$ cat src/yrgb_pkg.sv
`timescale 1ns / 1ps
// ----------------------------------------------------------------------------
// yrgb_pkg: shared types and constants
// Pixel transaction types, effect mode codes and the job descriptor that
// travels from the front end through the job queue to the back end.
// ----------------------------------------------------------------------------
package yrgb_pkg;

   localparam int FADE_FRAMES_DEFAULT = 300;
   localparam int WIPE_STEPS_DEFAULT  = 60;
   localparam int LINE_WIDTH_DEFAULT  = 352;

   localparam int PIX_W       = 8;
   localparam int COLUMN_W    = 10;
   localparam int FRAME_W     = 9;
   localparam int WIPE_W      = 6;
   // column * steps and wipe * width stay below 2^16 for the default parameters
   localparam int WIPE_PROD_W = 16;
   localparam int QUEUE_DEPTH = 4;

   typedef enum logic [1:0] {
      MODE_PLAIN = 2'd0,
      MODE_WIPE  = 2'd1,
      MODE_FADE  = 2'd2,
      MODE_DUAL  = 2'd3
   } effect_mode_type;

   typedef enum logic [1:0] {
      WIPE_VIDEO   = 2'd0,
      WIPE_OVERLAY = 2'd1,
      WIPE_WHITE   = 2'd2
   } wipe_sel_type;

   typedef struct packed {
      logic                frame_start;
      logic [COLUMN_W-1:0] column;
      logic [PIX_W-1:0]    luma_a;
      logic [PIX_W-1:0]    cb_a;
      logic [PIX_W-1:0]    cr_a;
      logic [PIX_W-1:0]    luma_b;
      logic [PIX_W-1:0]    cb_b;
      logic [PIX_W-1:0]    cr_b;
      logic [PIX_W-1:0]    overlay_red;
      logic [PIX_W-1:0]    overlay_green;
      logic [PIX_W-1:0]    overlay_blue;
   } req_item_type;

   typedef struct packed {
      logic [PIX_W-1:0] red;
      logic [PIX_W-1:0] green;
      logic [PIX_W-1:0] blue;
      logic [PIX_W-1:0] red_second;
      logic [PIX_W-1:0] green_second;
      logic [PIX_W-1:0] blue_second;
   } rsp_item_type;

   typedef struct packed {
      logic [PIX_W-1:0] luma;
      logic [PIX_W-1:0] cb;
      logic [PIX_W-1:0] cr;
   } yuv_type;

   typedef struct packed {
      logic [PIX_W-1:0] red;
      logic [PIX_W-1:0] green;
      logic [PIX_W-1:0] blue;
   } rgb_type;

   typedef struct packed {
      effect_mode_type    mode;
      wipe_sel_type       wipe_sel;
      logic [FRAME_W-1:0] frame_count;
      yuv_type            src_a;
      yuv_type            src_b;
      rgb_type            overlay;
   } job_type;

   typedef struct packed {
      logic full;
      logic empty;
   } queue_status_type;

endpackage

$ cat src/yrgb_queue.sv
`timescale 1ns / 1ps
// ----------------------------------------------------------------------------
// yrgb_queue: job queue
// Short register FIFO between the front end and the back end so that each
// side can stall on its own.
// ----------------------------------------------------------------------------
module yrgb_queue (
   input  logic                        clock,
   input  logic                        reset,
   input  logic                        push,
   input  yrgb_pkg::job_type           push_job,
   input  logic                        pop,
   output yrgb_pkg::job_type           head_job,
   output yrgb_pkg::queue_status_type  status
);

   localparam int PTR_W = $clog2(yrgb_pkg::QUEUE_DEPTH);
   localparam int CNT_W = $clog2(yrgb_pkg::QUEUE_DEPTH + 1);

   yrgb_pkg::job_type entry_ff [yrgb_pkg::QUEUE_DEPTH];
   logic [PTR_W-1:0]  wr_ptr_ff, wr_ptr_in;
   logic [PTR_W-1:0]  rd_ptr_ff, rd_ptr_in;
   logic [CNT_W-1:0]  count_ff, count_in;

   always_comb begin
      wr_ptr_in = wr_ptr_ff;
      rd_ptr_in = rd_ptr_ff;
      count_in  = count_ff;
      if (push) begin
         wr_ptr_in = (wr_ptr_ff == PTR_W'(yrgb_pkg::QUEUE_DEPTH - 1)) ? '0 : wr_ptr_ff + 1'b1;
      end
      if (pop) begin
         rd_ptr_in = (rd_ptr_ff == PTR_W'(yrgb_pkg::QUEUE_DEPTH - 1)) ? '0 : rd_ptr_ff + 1'b1;
      end
      if (push && !pop) begin
         count_in = count_ff + 1'b1;
      end else if (pop && !push) begin
         count_in = count_ff - 1'b1;
      end
   end

   always_ff @(posedge clock) begin
      if (reset) begin
         wr_ptr_ff <= '0;
         rd_ptr_ff <= '0;
         count_ff  <= '0;
      end else begin
         wr_ptr_ff <= wr_ptr_in;
         rd_ptr_ff <= rd_ptr_in;
         count_ff  <= count_in;
      end
   end

   always_ff @(posedge clock) begin
      if (push) begin
         entry_ff[wr_ptr_ff] <= push_job;
      end
   end

   assign head_job     = entry_ff[rd_ptr_ff];
   assign status.full  = (count_ff == CNT_W'(yrgb_pkg::QUEUE_DEPTH));
   assign status.empty = (count_ff == '0);

endmodule

$ cat src/yrgb_front.sv
`timescale 1ns / 1ps
// ----------------------------------------------------------------------------
// yrgb_front: pixel intake
// Accepts pixel transactions, advances the frame counter and, in wipe mode, the
// wipe counter on the first pixel of a frame and resolves the wipe decision into a job.
// ----------------------------------------------------------------------------
module yrgb_front #(
   parameter int FADE_FRAMES = yrgb_pkg::FADE_FRAMES_DEFAULT,
   parameter int WIPE_STEPS  = yrgb_pkg::WIPE_STEPS_DEFAULT,
   parameter int LINE_WIDTH  = yrgb_pkg::LINE_WIDTH_DEFAULT
) (
   input  logic                        clock,
   input  logic                        reset,
   input  yrgb_pkg::effect_mode_type   effect_mode,
   input  logic                        req_valid,
   output logic                        req_ready,
   input  yrgb_pkg::req_item_type      req_data,
   input  yrgb_pkg::queue_status_type  queue_status,
   output logic                        push,
   output yrgb_pkg::job_type           push_job
);

   logic [yrgb_pkg::FRAME_W-1:0]     frame_counter_ff, frame_counter_in;
   logic [yrgb_pkg::WIPE_W-1:0]      wipe_counter_ff, wipe_counter_in;
   logic                             accept;
   logic                             advance;
   logic [yrgb_pkg::WIPE_PROD_W-1:0] column_scaled;
   logic [yrgb_pkg::WIPE_PROD_W-1:0] wipe_scaled;
   logic                             overlay_lit;

   assign req_ready = !queue_status.full;
   assign accept    = req_valid && req_ready;
   assign advance   = accept && req_data.frame_start;

   always_comb begin
      frame_counter_in = frame_counter_ff;
      wipe_counter_in  = wipe_counter_ff;
      if (advance) begin
         frame_counter_in = (frame_counter_ff == yrgb_pkg::FRAME_W'(FADE_FRAMES - 1)) ?
                            '0 : frame_counter_ff + 1'b1;
         if (effect_mode == yrgb_pkg::MODE_WIPE) begin
            wipe_counter_in = (wipe_counter_ff == yrgb_pkg::WIPE_W'(WIPE_STEPS)) ?
                              '0 : wipe_counter_ff + 1'b1;
         end
      end
   end

   always_ff @(posedge clock) begin
      if (reset) begin
         frame_counter_ff <= '0;
         wipe_counter_ff  <= '0;
      end else begin
         frame_counter_ff <= frame_counter_in;
         wipe_counter_ff  <= wipe_counter_in;
      end
   end

   // compare against the updated counter: it applies to this very pixel
   assign column_scaled = yrgb_pkg::WIPE_PROD_W'(req_data.column) *
                          yrgb_pkg::WIPE_PROD_W'(WIPE_STEPS);
   assign wipe_scaled   = yrgb_pkg::WIPE_PROD_W'(wipe_counter_in) *
                          yrgb_pkg::WIPE_PROD_W'(LINE_WIDTH);
   assign overlay_lit   = (req_data.overlay_red != '0) || (req_data.overlay_green != '0) ||
                          (req_data.overlay_blue != '0);

   always_comb begin
      push_job.mode          = effect_mode;
      push_job.frame_count   = frame_counter_in;
      push_job.src_a.luma    = req_data.luma_a;
      push_job.src_a.cb      = req_data.cb_a;
      push_job.src_a.cr      = req_data.cr_a;
      push_job.src_b.luma    = req_data.luma_b;
      push_job.src_b.cb      = req_data.cb_b;
      push_job.src_b.cr      = req_data.cr_b;
      push_job.overlay.red   = req_data.overlay_red;
      push_job.overlay.green = req_data.overlay_green;
      push_job.overlay.blue  = req_data.overlay_blue;
      if (!overlay_lit) begin
         push_job.wipe_sel = yrgb_pkg::WIPE_VIDEO;
      end else if (column_scaled < wipe_scaled) begin
         push_job.wipe_sel = yrgb_pkg::WIPE_OVERLAY;
      end else begin
         push_job.wipe_sel = yrgb_pkg::WIPE_WHITE;
      end
   end

   assign push = accept;

endmodule

$ cat src/yrgb_back.sv
`timescale 1ns / 1ps
// ----------------------------------------------------------------------------
// yrgb_back: conversion and composition pipeline
// Five stages: BT.601 products, sum and clamp, fade products, fade sum,
// reciprocal multiply; then the output register composes the pixel.
// ----------------------------------------------------------------------------
module yrgb_back #(
   parameter int FADE_FRAMES = yrgb_pkg::FADE_FRAMES_DEFAULT
) (
   input  logic                        clock,
   input  logic                        reset,
   input  yrgb_pkg::queue_status_type  queue_status,
   output logic                        pop,
   input  yrgb_pkg::job_type           head_job,
   output logic                        rsp_valid,
   input  logic                        rsp_ready,
   output yrgb_pkg::rsp_item_type      rsp_data
);

   localparam int ACC_W = 20;
   localparam logic signed [ACC_W-1:0] OFS_Y = 20'sd16;
   localparam logic signed [ACC_W-1:0] OFS_C = 20'sd128;
   localparam logic signed [ACC_W-1:0] RND   = 20'sd128;
   localparam logic signed [ACC_W-1:0] K298  = 20'sd298;
   localparam logic signed [ACC_W-1:0] K409  = 20'sd409;
   localparam logic signed [ACC_W-1:0] K100  = 20'sd100;
   localparam logic signed [ACC_W-1:0] K208  = 20'sd208;
   localparam logic signed [ACC_W-1:0] K516  = 20'sd516;

   localparam int WPROD_W     = yrgb_pkg::PIX_W + yrgb_pkg::FRAME_W;
   localparam int SUM_W       = $clog2(255 * FADE_FRAMES + 1);
   localparam int RECIP_SHIFT = SUM_W + $clog2(FADE_FRAMES);
   localparam longint RECIP   = ((64'd1 << RECIP_SHIFT) + FADE_FRAMES - 1) / FADE_FRAMES;
   localparam int RECIP_W     = $clog2(RECIP + 1);
   localparam int QPROD_W     = RECIP_SHIFT + yrgb_pkg::PIX_W;
   localparam logic [RECIP_W-1:0] RECIP_V = RECIP_W'(RECIP);

   typedef struct packed {
      logic signed [ACC_W-1:0] y298;
      logic signed [ACC_W-1:0] v409;
      logic signed [ACC_W-1:0] u100;
      logic signed [ACC_W-1:0] v208;
      logic signed [ACC_W-1:0] u516;
   } prod_type;

   typedef struct packed {
      yrgb_pkg::effect_mode_type mode;
      yrgb_pkg::wipe_sel_type    wipe_sel;
      yrgb_pkg::rgb_type         overlay;
      yrgb_pkg::rgb_type         rgb_a;
      yrgb_pkg::rgb_type         rgb_b;
   } side_type;

   typedef struct packed {
      logic [WPROD_W-1:0] red;
      logic [WPROD_W-1:0] green;
      logic [WPROD_W-1:0] blue;
   } wprod_type;

   function automatic prod_type mul_yuv(input yrgb_pkg::yuv_type s);
      logic signed [ACC_W-1:0] y;
      logic signed [ACC_W-1:0] u;
      logic signed [ACC_W-1:0] v;
      prod_type                p;
      y = signed'(ACC_W'(s.luma)) - OFS_Y;
      u = signed'(ACC_W'(s.cb)) - OFS_C;
      v = signed'(ACC_W'(s.cr)) - OFS_C;
      p.y298 = y * K298;
      p.v409 = v * K409;
      p.u100 = u * K100;
      p.v208 = v * K208;
      p.u516 = u * K516;
      return p;
   endfunction

   function automatic logic [yrgb_pkg::PIX_W-1:0] clamp8(input logic signed [ACC_W-1:0] acc);
      logic [yrgb_pkg::PIX_W-1:0] r;
      if (acc[ACC_W-1]) begin
         r = '0;
      end else if (acc[ACC_W-2:16] != '0) begin
         r = '1;
      end else begin
         r = acc[15:8];
      end
      return r;
   endfunction

   function automatic yrgb_pkg::rgb_type sum_rgb(input prod_type p);
      yrgb_pkg::rgb_type c;
      c.red   = clamp8(p.y298 + p.v409 + RND);
      c.green = clamp8(p.y298 - p.u100 - p.v208 + RND);
      c.blue  = clamp8(p.y298 + p.u516 + RND);
      return c;
   endfunction

   logic advance;

   // stage 1: conversion products
   logic                        s1_valid_ff, s1_valid_in;
   prod_type                    s1_prod_a_ff, s1_prod_b_ff;
   yrgb_pkg::effect_mode_type   s1_mode_ff;
   yrgb_pkg::wipe_sel_type      s1_sel_ff;
   yrgb_pkg::rgb_type           s1_overlay_ff;
   logic [yrgb_pkg::FRAME_W-1:0] s1_count_ff;

   // stage 2: clamped RGB and fade weights
   logic                        s2_valid_ff, s2_valid_in;
   side_type                    s2_side_ff;
   logic [yrgb_pkg::FRAME_W-1:0] s2_weight_a_ff, s2_weight_b_ff;

   // stage 3: fade products
   logic                        s3_valid_ff, s3_valid_in;
   side_type                    s3_side_ff;
   wprod_type                   s3_pa_ff, s3_pb_ff;

   // stage 4: fade sums
   logic                        s4_valid_ff, s4_valid_in;
   side_type                    s4_side_ff;
   logic [SUM_W-1:0]            s4_sum_r_ff, s4_sum_g_ff, s4_sum_b_ff;

   // stage 5: reciprocal products
   logic                        s5_valid_ff, s5_valid_in;
   side_type                    s5_side_ff;
   logic [QPROD_W-1:0]          s5_q_r_ff, s5_q_g_ff, s5_q_b_ff;

   logic                        rsp_valid_ff, rsp_valid_in;
   yrgb_pkg::rsp_item_type      rsp_data_ff, rsp_data_in;
   yrgb_pkg::rgb_type           fade_rgb;

   assign advance = !rsp_valid_ff || rsp_ready;
   assign pop     = advance && !queue_status.empty;

   assign s1_valid_in  = advance ? pop         : s1_valid_ff;
   assign s2_valid_in  = advance ? s1_valid_ff : s2_valid_ff;
   assign s3_valid_in  = advance ? s2_valid_ff : s3_valid_ff;
   assign s4_valid_in  = advance ? s3_valid_ff : s4_valid_ff;
   assign s5_valid_in  = advance ? s4_valid_ff : s5_valid_ff;
   assign rsp_valid_in = advance ? s5_valid_ff : rsp_valid_ff;

   always_ff @(posedge clock) begin
      if (reset) begin
         s1_valid_ff  <= 1'b0;
         s2_valid_ff  <= 1'b0;
         s3_valid_ff  <= 1'b0;
         s4_valid_ff  <= 1'b0;
         s5_valid_ff  <= 1'b0;
         rsp_valid_ff <= 1'b0;
      end else begin
         s1_valid_ff  <= s1_valid_in;
         s2_valid_ff  <= s2_valid_in;
         s3_valid_ff  <= s3_valid_in;
         s4_valid_ff  <= s4_valid_in;
         s5_valid_ff  <= s5_valid_in;
         rsp_valid_ff <= rsp_valid_in;
      end
   end

   always_ff @(posedge clock) begin
      if (advance) begin
         s1_prod_a_ff  <= mul_yuv(head_job.src_a);
         s1_prod_b_ff  <= mul_yuv(head_job.src_b);
         s1_mode_ff    <= head_job.mode;
         s1_sel_ff     <= head_job.wipe_sel;
         s1_overlay_ff <= head_job.overlay;
         s1_count_ff   <= head_job.frame_count;

         s2_side_ff.mode     <= s1_mode_ff;
         s2_side_ff.wipe_sel <= s1_sel_ff;
         s2_side_ff.overlay  <= s1_overlay_ff;
         s2_side_ff.rgb_a    <= sum_rgb(s1_prod_a_ff);
         s2_side_ff.rgb_b    <= sum_rgb(s1_prod_b_ff);
         s2_weight_a_ff      <= yrgb_pkg::FRAME_W'(FADE_FRAMES) - s1_count_ff;
         s2_weight_b_ff      <= s1_count_ff;

         s3_side_ff     <= s2_side_ff;
         s3_pa_ff.red   <= WPROD_W'(s2_side_ff.rgb_a.red)   * WPROD_W'(s2_weight_a_ff);
         s3_pa_ff.green <= WPROD_W'(s2_side_ff.rgb_a.green) * WPROD_W'(s2_weight_a_ff);
         s3_pa_ff.blue  <= WPROD_W'(s2_side_ff.rgb_a.blue)  * WPROD_W'(s2_weight_a_ff);
         s3_pb_ff.red   <= WPROD_W'(s2_side_ff.rgb_b.red)   * WPROD_W'(s2_weight_b_ff);
         s3_pb_ff.green <= WPROD_W'(s2_side_ff.rgb_b.green) * WPROD_W'(s2_weight_b_ff);
         s3_pb_ff.blue  <= WPROD_W'(s2_side_ff.rgb_b.blue)  * WPROD_W'(s2_weight_b_ff);

         s4_side_ff  <= s3_side_ff;
         s4_sum_r_ff <= SUM_W'({1'b0, s3_pa_ff.red}   + {1'b0, s3_pb_ff.red});
         s4_sum_g_ff <= SUM_W'({1'b0, s3_pa_ff.green} + {1'b0, s3_pb_ff.green});
         s4_sum_b_ff <= SUM_W'({1'b0, s3_pa_ff.blue}  + {1'b0, s3_pb_ff.blue});

         // exact floor division by FADE_FRAMES through a rounded-up reciprocal
         s5_side_ff <= s4_side_ff;
         s5_q_r_ff  <= QPROD_W'(s4_sum_r_ff) * QPROD_W'(RECIP_V);
         s5_q_g_ff  <= QPROD_W'(s4_sum_g_ff) * QPROD_W'(RECIP_V);
         s5_q_b_ff  <= QPROD_W'(s4_sum_b_ff) * QPROD_W'(RECIP_V);
      end
   end

   assign fade_rgb.red   = s5_q_r_ff[RECIP_SHIFT +: yrgb_pkg::PIX_W];
   assign fade_rgb.green = s5_q_g_ff[RECIP_SHIFT +: yrgb_pkg::PIX_W];
   assign fade_rgb.blue  = s5_q_b_ff[RECIP_SHIFT +: yrgb_pkg::PIX_W];

   always_comb begin
      rsp_data_in.red          = s5_side_ff.rgb_a.red;
      rsp_data_in.green        = s5_side_ff.rgb_a.green;
      rsp_data_in.blue         = s5_side_ff.rgb_a.blue;
      rsp_data_in.red_second   = '0;
      rsp_data_in.green_second = '0;
      rsp_data_in.blue_second  = '0;
      unique case (s5_side_ff.mode)
         yrgb_pkg::MODE_PLAIN: begin
         end
         yrgb_pkg::MODE_WIPE: begin
            unique case (s5_side_ff.wipe_sel)
               yrgb_pkg::WIPE_VIDEO: begin
               end
               yrgb_pkg::WIPE_OVERLAY: begin
                  rsp_data_in.red   = s5_side_ff.overlay.red;
                  rsp_data_in.green = s5_side_ff.overlay.green;
                  rsp_data_in.blue  = s5_side_ff.overlay.blue;
               end
               default: begin
                  rsp_data_in.red   = '1;
                  rsp_data_in.green = '1;
                  rsp_data_in.blue  = '1;
               end
            endcase
         end
         yrgb_pkg::MODE_FADE: begin
            rsp_data_in.red   = fade_rgb.red;
            rsp_data_in.green = fade_rgb.green;
            rsp_data_in.blue  = fade_rgb.blue;
         end
         yrgb_pkg::MODE_DUAL: begin
            rsp_data_in.red_second   = s5_side_ff.rgb_b.red;
            rsp_data_in.green_second = s5_side_ff.rgb_b.green;
            rsp_data_in.blue_second  = s5_side_ff.rgb_b.blue;
         end
      endcase
   end

   always_ff @(posedge clock) begin
      if (advance && s5_valid_ff) begin
         rsp_data_ff <= rsp_data_in;
      end
   end

   assign rsp_valid = rsp_valid_ff;
   assign rsp_data  = rsp_data_ff;

endmodule

$ cat src/yuv420_to_rgb_with_fade_and_wipe.sv
`timescale 1ns / 1ps
// An accepted pixel passes the job queue, 5 pipeline stages and the output
// register. Throughput: one pixel per clock unless the result side stalls;
// a 4-entry job queue decouples the intake from the pipeline, which advances
// whenever its output register can take data.
// Reset (synchronous, active high) clears the effect mode, both counters, the
// queue and all pipeline valid bits; no clearing pass is needed.
// ----------------------------------------------------------------------------
// yuv420_to_rgb_with_fade_and_wipe: YUV to RGB converter with effects
// Converts two YUV sources with integer BT.601 and composes plain, overlay
// wipe, crossfade or dual output pixels.
// ----------------------------------------------------------------------------
module yuv420_to_rgb_with_fade_and_wipe #(
   parameter int FADE_FRAMES = yrgb_pkg::FADE_FRAMES_DEFAULT,
   parameter int WIPE_STEPS  = yrgb_pkg::WIPE_STEPS_DEFAULT,
   parameter int LINE_WIDTH  = yrgb_pkg::LINE_WIDTH_DEFAULT
) (
   input  logic                    clock,
   input  logic                    reset,
   input  logic                    csr_write_enable,
   input  logic [1:0]              csr_write_data,
   input  logic                    req_valid,
   output logic                    req_ready,
   input  yrgb_pkg::req_item_type  req_data,
   output logic                    rsp_valid,
   input  logic                    rsp_ready,
   output yrgb_pkg::rsp_item_type  rsp_data
);

   yrgb_pkg::effect_mode_type   effect_mode_ff, effect_mode_in;
   yrgb_pkg::queue_status_type  queue_status;
   yrgb_pkg::job_type           push_job;
   yrgb_pkg::job_type           head_job;
   logic                        push;
   logic                        pop;

   assign effect_mode_in = csr_write_enable ? yrgb_pkg::effect_mode_type'(csr_write_data) :
                           effect_mode_ff;

   always_ff @(posedge clock) begin
      if (reset) begin
         effect_mode_ff <= yrgb_pkg::MODE_PLAIN;
      end else begin
         effect_mode_ff <= effect_mode_in;
      end
   end

   yrgb_front #(
      .FADE_FRAMES (FADE_FRAMES),
      .WIPE_STEPS  (WIPE_STEPS),
      .LINE_WIDTH  (LINE_WIDTH)
   ) u_front (
      .clock        (clock),
      .reset        (reset),
      .effect_mode  (effect_mode_ff),
      .req_valid    (req_valid),
      .req_ready    (req_ready),
      .req_data     (req_data),
      .queue_status (queue_status),
      .push         (push),
      .push_job     (push_job)
   );

   yrgb_queue u_queue (
      .clock    (clock),
      .reset    (reset),
      .push     (push),
      .push_job (push_job),
      .pop      (pop),
      .head_job (head_job),
      .status   (queue_status)
   );

   yrgb_back #(
      .FADE_FRAMES (FADE_FRAMES)
   ) u_back (
      .clock        (clock),
      .reset        (reset),
      .queue_status (queue_status),
      .pop          (pop),
      .head_job     (head_job),
      .rsp_valid    (rsp_valid),
      .rsp_ready    (rsp_ready),
      .rsp_data     (rsp_data)
   );

endmodule

$ cat config.mk
export PLATFORM = sky130hd
export DESIGN_NAME = yuv420_to_rgb_with_fade_and_wipe
export DESIGN_NICKNAME = d
export VERILOG_FILES = /design/src/yrgb_pkg.sv /design/src/yrgb_queue.sv /design/src/yrgb_front.sv /design/src/yrgb_back.sv /design/src/yuv420_to_rgb_with_fade_and_wipe.sv
export SDC_FILE = /design/constraint.sdc
export NUM_CORES = 2
export LEC_CHECK = 0
export ABC_CLOCK_PERIOD_IN_PS = 28700
export BUFFER_PORTS_ARGS = -buffer_cell sky130_fd_sc_hd__clkbuf_2
export CORE_MARGIN = 4
export CORE_UTILIZATION = 35
export DETAILED_ROUTE_END_ITERATION = 7
export MAX_ROUTING_LAYER = met4
export SYNTH_ARGS = -nofsm -noshare
export SYNTH_HDL_FRONTEND = slang
export SYNTH_SLANG_ARGS = --single-unit
$ cat constraint.sdc
create_clock -name clock -period 28.7 [get_ports clock]
set_input_delay 8.61 -clock clock [delete_from_list [all_inputs] [get_ports clock]]
set_output_delay 8.61 -clock clock [all_outputs]
set_load 0.005 [all_outputs]
Yosys cells after proc, flatten, opt, wreduce, memory -nomap -nowiden. Memory sizes are Yosys's and may differ from the RTL's. A register that Yosys moved wholly into a read port is not among the register bits. Index checks and enable logic that the tools add are counted. Widths: inputs -> output; s select.

Register bits after elaboration: 874. Bits in writable memories: 340. Bits of input ports: 90. Logic and storage cells: 204. Memories kept: 1.

Add/sub/neg operators: 30. Multipliers: 21. $lt $le $gt $ge: 1. Equality and inequality tests: 10. Mux-type cells: 23. Reductions and logical operators: 26.

Memories: u_queue.entry_ff (depth 4, bits a word 85, rd ports 1, clocked after Yosys merged registers in 1, wr ports 1, RTL line yrgb_queue.sv:20) `yrgb_pkg::job_type entry_ff [yrgb_pkg::QUEUE_DEPTH];`.

Operators with widths (count): $add 20x9->20 const B (6); $mul 17x18->34 const B (3); $mul 8x9->17 (6); $pmux 24 s2 (2); $add 20x20->20 (4); $sub 20x20->20 (4); $add 17x17->17 (3); $mux 8 (6); $mul 20x10->20 const B (2); $mul 20x5->16 const B (2); $mul 20x6->18 const B (2); $mul 20x9->18 const B (2); $mul 20x9->19 const B (2); $sub 8x8->9 const B (4); $reduce_bool 8->1 (3); $mux 6 (3); $mux 9 (2); $reduce_bool 3->1 (6); $sub 8x5->9 const B (2); $lt 16x15->1 (1); $mul 10x4->14 const B (1); $mux 2 (6); $mul 6x4->10 const B (1); $add 9x1->9 const B (1); other kinds (18) (37).

Depth between registers and ports, before layout.
Depth after elaboration: 9. Depth in mapped cells: 25. Depth with buffers taken out: 23.

Cells and area by module. Synthesis repeated with hierarchy kept, for this count alone.

Cells, all modules: 6697. Area total of the unflattened synthesis: 83262.4 µm².

By module, submodules not included: yrgb_back (times used 1, cells each 5850, area an instance 67474.7 µm², seq. area each 22371.5 µm²); yrgb_queue (times used 1, cells each 488, area an instance 12759.7 µm², seq. area each 10390.0 µm²); yrgb_front (times used 1, cells each 353, area an instance 2960.3 µm², seq. area each 300.3 µm²); yuv420_to_rgb_with_fade_and_wipe (times used 1, cells each 6, area an instance 67.6 µm², seq. area each 40.0 µm²).

Worst setup path before layout. Ideal clock, no wire load.

Path kind: input to register. From: in rsp_ready. To: reg u_queue.count_ff[2]. Setup time: 71 ps. Arrival: 26632 ps. Path slack: 1997 ps. Stages: 9. Buffers on the path: 0. Path through: nor2b_1 inv_1 o31ai_1 ha_1 inv_1 fa_1 xor2_1 or3_1 a21oi_1.

Word-level cells in the longest chain between the ends: 5. Elaborated cells on any way between the ends: 7. Classes of those cells: mux: 1; reduce/logical: 6.

Ends and longest elaborated chain: from (decl) (RTL line yuv420_to_rgb_with_fade_and_wipe.sv:26) `input logic rsp_ready,`; $logic_or 1x1->1 (*) (RTL line yrgb_back.sv:130) `assign advance = !rsp_valid_ff || rsp_ready;`; via u_back.advance (RTL line yrgb_back.sv:96) `logic advance;`; $logic_and 1x1->1 (*) (RTL line yrgb_back.sv:131) `assign pop = advance && !queue_status.empty;`; $logic_not 1->1 (RTL line yrgb_queue.sv:35) `if (push && !pop) begin`; $logic_and 1x1->1 (RTL line yrgb_queue.sv:35); $mux 3 or $reduce_bool 2->1 (tied branches); to (signal assigned) (RTL line yrgb_queue.sv:50) `count_ff <= count_in;`; to (decl) (RTL line yrgb_queue.sv:23) `logic [CNT_W-1:0] count_ff, count_in;`.

The timed path passes the listed nets; every way through them passes the cells marked *. A chain may end at the register's enable or synchronous reset.

==> summary by stage <==
Run status
The flow ran to the end, and the final reports show no timing, DRC or antenna violations.

STA
In this run the tightest slew margin relative to its limit is 18.5%. The final critical path time including I/O delays and setup is 12760 ps. After routing, the total negative slack on setup checks comes to 0 ps.

Setup violations remaining at the end of the flow were counted as 0. On the final layout, the worst clock skew is 84.3 ps. The count of final hold-check violations was 0. The transition at the pin with the smallest max-transition slack is 1220 ps. The worst hold slack is about 400 ps. The number of max-slew violations in the final report came to 0. Setup slack closes at 15940 ps. Timing would allow up to 78.4 MHz. Setup repair after global routing left no endpoint under its margin. Of the available clock period, the critical path in the final layout requires 44.5%.

Finish
The area growth from synthesis to layout is 10.2%. The fraction of final layout cells sized beyond drive strength 1 is 7.09%. The post-layout net count is ~8900. The filler cell count is 22400.

Clocking
Post-CTS repair changed the size of 0 cells. Buffers inserted to repair hold after CTS numbered 0. The clock tree from TritonCTS is done. The H-tree depth reported by CTS is 3. The number of buffers inserted during clock tree synthesis is 118. The number of post-CTS setup repair buffers is 0. The buffer type at the clock tree root is clkbuf_16. The clock insertion delay at the later pin of the skew report is 780 ps.

In this run the deepest clock path goes through 3 buffers. The clock slew seen by the registers of the worst setup and hold paths is 60 ps. The total clock sinks is 1127.

Global route
The number of antenna violations at the first check in global routing was 17. The global-route wire length before repair is ~290 mm. Global routing finished with a remaining overflow of 0. The maximum number of pins on one net before global-route repair is 195. The global-route usage over all layers is 15.2%. The via count of the first global-routing pass is 50800.

Synthesis
The share of the yosys chip area belonging to registers is between 40% and 50%. After synthesis, the most frequently instantiated cells are ha_1, inv_1, edfxtp_1, fa_1, nand2_1. In the synthesized netlist, the number of instances is 6675.

Summing every instance area after synthesis gives roughly 83000 µm². Among all flip-flop cells after synthesis, the most frequent one is edfxtp_1. The count of state elements after synthesis is 1127.

Ranked by total cell area, the synthesized netlist is headed by edfxtp_1, ha_1, fa_1. The share of the synthesized area in the top cell type is 39.5%. The most frequent cell after synthesis is ha_1.

The average instance in the mapped netlist occupies 12.5 µm². The cell accounting for the most synthesized area is edfxtp_1. The count of different cell masters after synthesis is 90. The net count after synthesis is about 8700. Counting flops with a built-in enable in the synthesized netlist gives 1095. Yosys printed 0 warnings. In the synthesized netlist the async set-or-reset flop fraction comes to 0%.

Worst setup path
The biggest fanout along the worst timing path is 6. The endpoint type of the worst setup path is a flop. STA classifies the critical path startpoint as a primary input. At the worst endpoint, the arrival time is approximately 13000 ps. The required time of the worst setup path is a little under 30000 ps.

The register-to-register setup slack is 21640 ps. By startpoint and endpoint, the worst setup path is classified as primary input to flop.

Floorplanning
The core outline area is roughly 240000 µm². The width of the die is 496 µm. Pin placement for this block handled 140 I/O pins. The initial core utilization is between 30% and 40%.

The die covers about 250000 µm². The die span in y is 496 µm. The initialized floorplan defines 178 standard-cell rows.

Drt
After detailed routing, the number of remaining DRC violations is 0. The total vias in the final route is 48400. The total wire length after detailed routing is roughly 180 mm. The residual antenna-violating net count after detailed routing is 0. The first detailed-routing pass ran for 6 iterations. The average wire per standard cell is 17.6 µm. The detailed-route vias per instance is 4.77. For this block, the initial DRC count from the detailed router was 2792.

Placed design
The routability-driven placement congestion ratio is 0.879. The post-placement worst setup slack is 15170 ps. Buffers placed on the I/O ports in this run total 139. The HPWL after detailed placement is about 140 mm.

Flow run
Max-cap violations in this run came to 0.

Min path
The min-delay analysis places its worst path in the category flop to flop.
flip-flops by register name, summed over array words and instances (netlist names), 48 cells and up, named ones only:
| name | flops |
|---|---|
| u_back.s1_prod_b_ff | 86 |
| u_back.s5_side_ff | 76 |
| u_back.rsp_data | 48 |
| u_back.s3_side_ff | 76 |
| u_back.s3_pb_ff | 51 |
| u_back.s2_side_ff | 76 |
| u_back.s1_prod_a_ff | 86 |
| u_queue.entry_ff | 340 |
| u_back.s3_pa_ff | 51 |
| u_back.s4_side_ff | 76 |
metal layers:
layer  global-route usage [%]  share of wire, %
met1                     20.8                47
met2                     24.2                47
met3                     2.31               4.1
met4                     2.99               2.0
met5                        -                 0
metrics by stage:
step / instances / instance area (µm²) / util, %
2_1_floorplan: 6675 / 83300 / -
3_3_place_gp: 9894 / 87900 / 37.2
3_5_place_dp: 9894 / 87900 / 37.2
4_1_cts: 10100 / 91800 / 38.9
5_1_grt: 10100 / 91800 / 38.9
6_report: 10100 / 91800 / 38.9
final timing paths:
kind                                             to  cells after the start                             from
hold reg to reg     u_back.s5_side_ff[38]$_DFFE_PN_                      0  u_back.s4_side_ff[38]$_DFFE_PN_
setup / recovery  u_queue.entry_ff[2][81]$_DFFE_PP_                     22                        req_valid
setup reg to reg  u_back.s1_prod_a_ff[98]$_DFFE_PN_                     20                             flop
hold / removal      u_back.s5_side_ff[38]$_DFFE_PN_                      0  u_back.s4_side_ff[38]$_DFFE_PN_
worst max-delay path, cell delays in order:
cell	delay, ps
clkbuf_2	140
nand2_1	100
inv_1	130
nand2_1	210
nor3b_1	510
nand2_1	100
o21ai_0	490
ha_1	350
ha_1	330
ha_1	300
a21o_1	160
a21oi_1	220
o21bai_1	100
a21oi_1	230
xnor2_1	180
ha_1	280
nor2b_1	130
o21ai_0	140
nand2b_1	70
a21oi_1	240
nand3_1	100
nor2_1	210
cells in the final DEF, fill, tap and decap left out, drive strengths merged, types with 12 or more instances in the layout:
cell | netlist | final
o211ai | 12 | 12
nor2b | 69 | 69
edfxtp | 1095 | 1095
ha | 1235 | 1235
clkinv | 2 | 46
xor2 | 92 | 92
fa | 688 | 688
o22ai | 25 | 25
nor2 | 181 | 181
clkinvlp | 0 | 15
o31ai | 15 | 15
a21oi | 265 | 265
nor3 | 61 | 61
inv | 1178 | 1187
a21boi | 15 | 15
or3 | 17 | 17
o21bai | 52 | 52
nor4 | 12 | 12
or2 | 17 | 17
and3 | 26 | 26
o21ai | 118 | 118
a31oi | 18 | 18
xnor2 | 255 | 255
nand2 | 353 | 353
buf | 17 | 30
a21o | 77 | 77
dfxtp | 32 | 32
mux4 | 85 | 85
and2 | 276 | 276
nand4 | 19 | 19
o21a | 70 | 70
clkbuf | 83 | 281
a211oi | 21 | 21
nand3 | 48 | 48
nand2b | 19 | 19
cell type report:
class                           instances  area (µm²)  share of cell area [%]
Antenna cell                           11        27.5                  0.0300
Clock buffer                          142        3080                    3.36
Clock inverter                         79         855                   0.931
Inverter                             1180        4440                    4.83
Multi-Input combinational cell       4268       45000                    49.0
Sequential cell                      1127       33500                    36.5
Tap cell                             3150        3940                    4.29
Timing Repair Buffer                  169         946                    1.03
cells by family (layout without fill, tap and decap cells):
family | after synthesis | count (layout) | synth area share [%]
buffers and inverters | 1280 | 1570 | 5.80
other | 0 | 11 | 0
DFF | 1127 | 1127 | 40.2
xor gates and xnor gates | 347 | 347 | 3.65
AOI/OAI and AO/OA | 771 | 771 | 5.98
muxes | 98 | 98 | 2.46
adders and majority gates | 1923 | 1923 | 35.1
and+or+nand+nor | 1129 | 1129 | 6.82
Power is left out: the tool's default activity adds up to more than one toggle a clock period on the data nets, which glitch-free logic cannot reach.
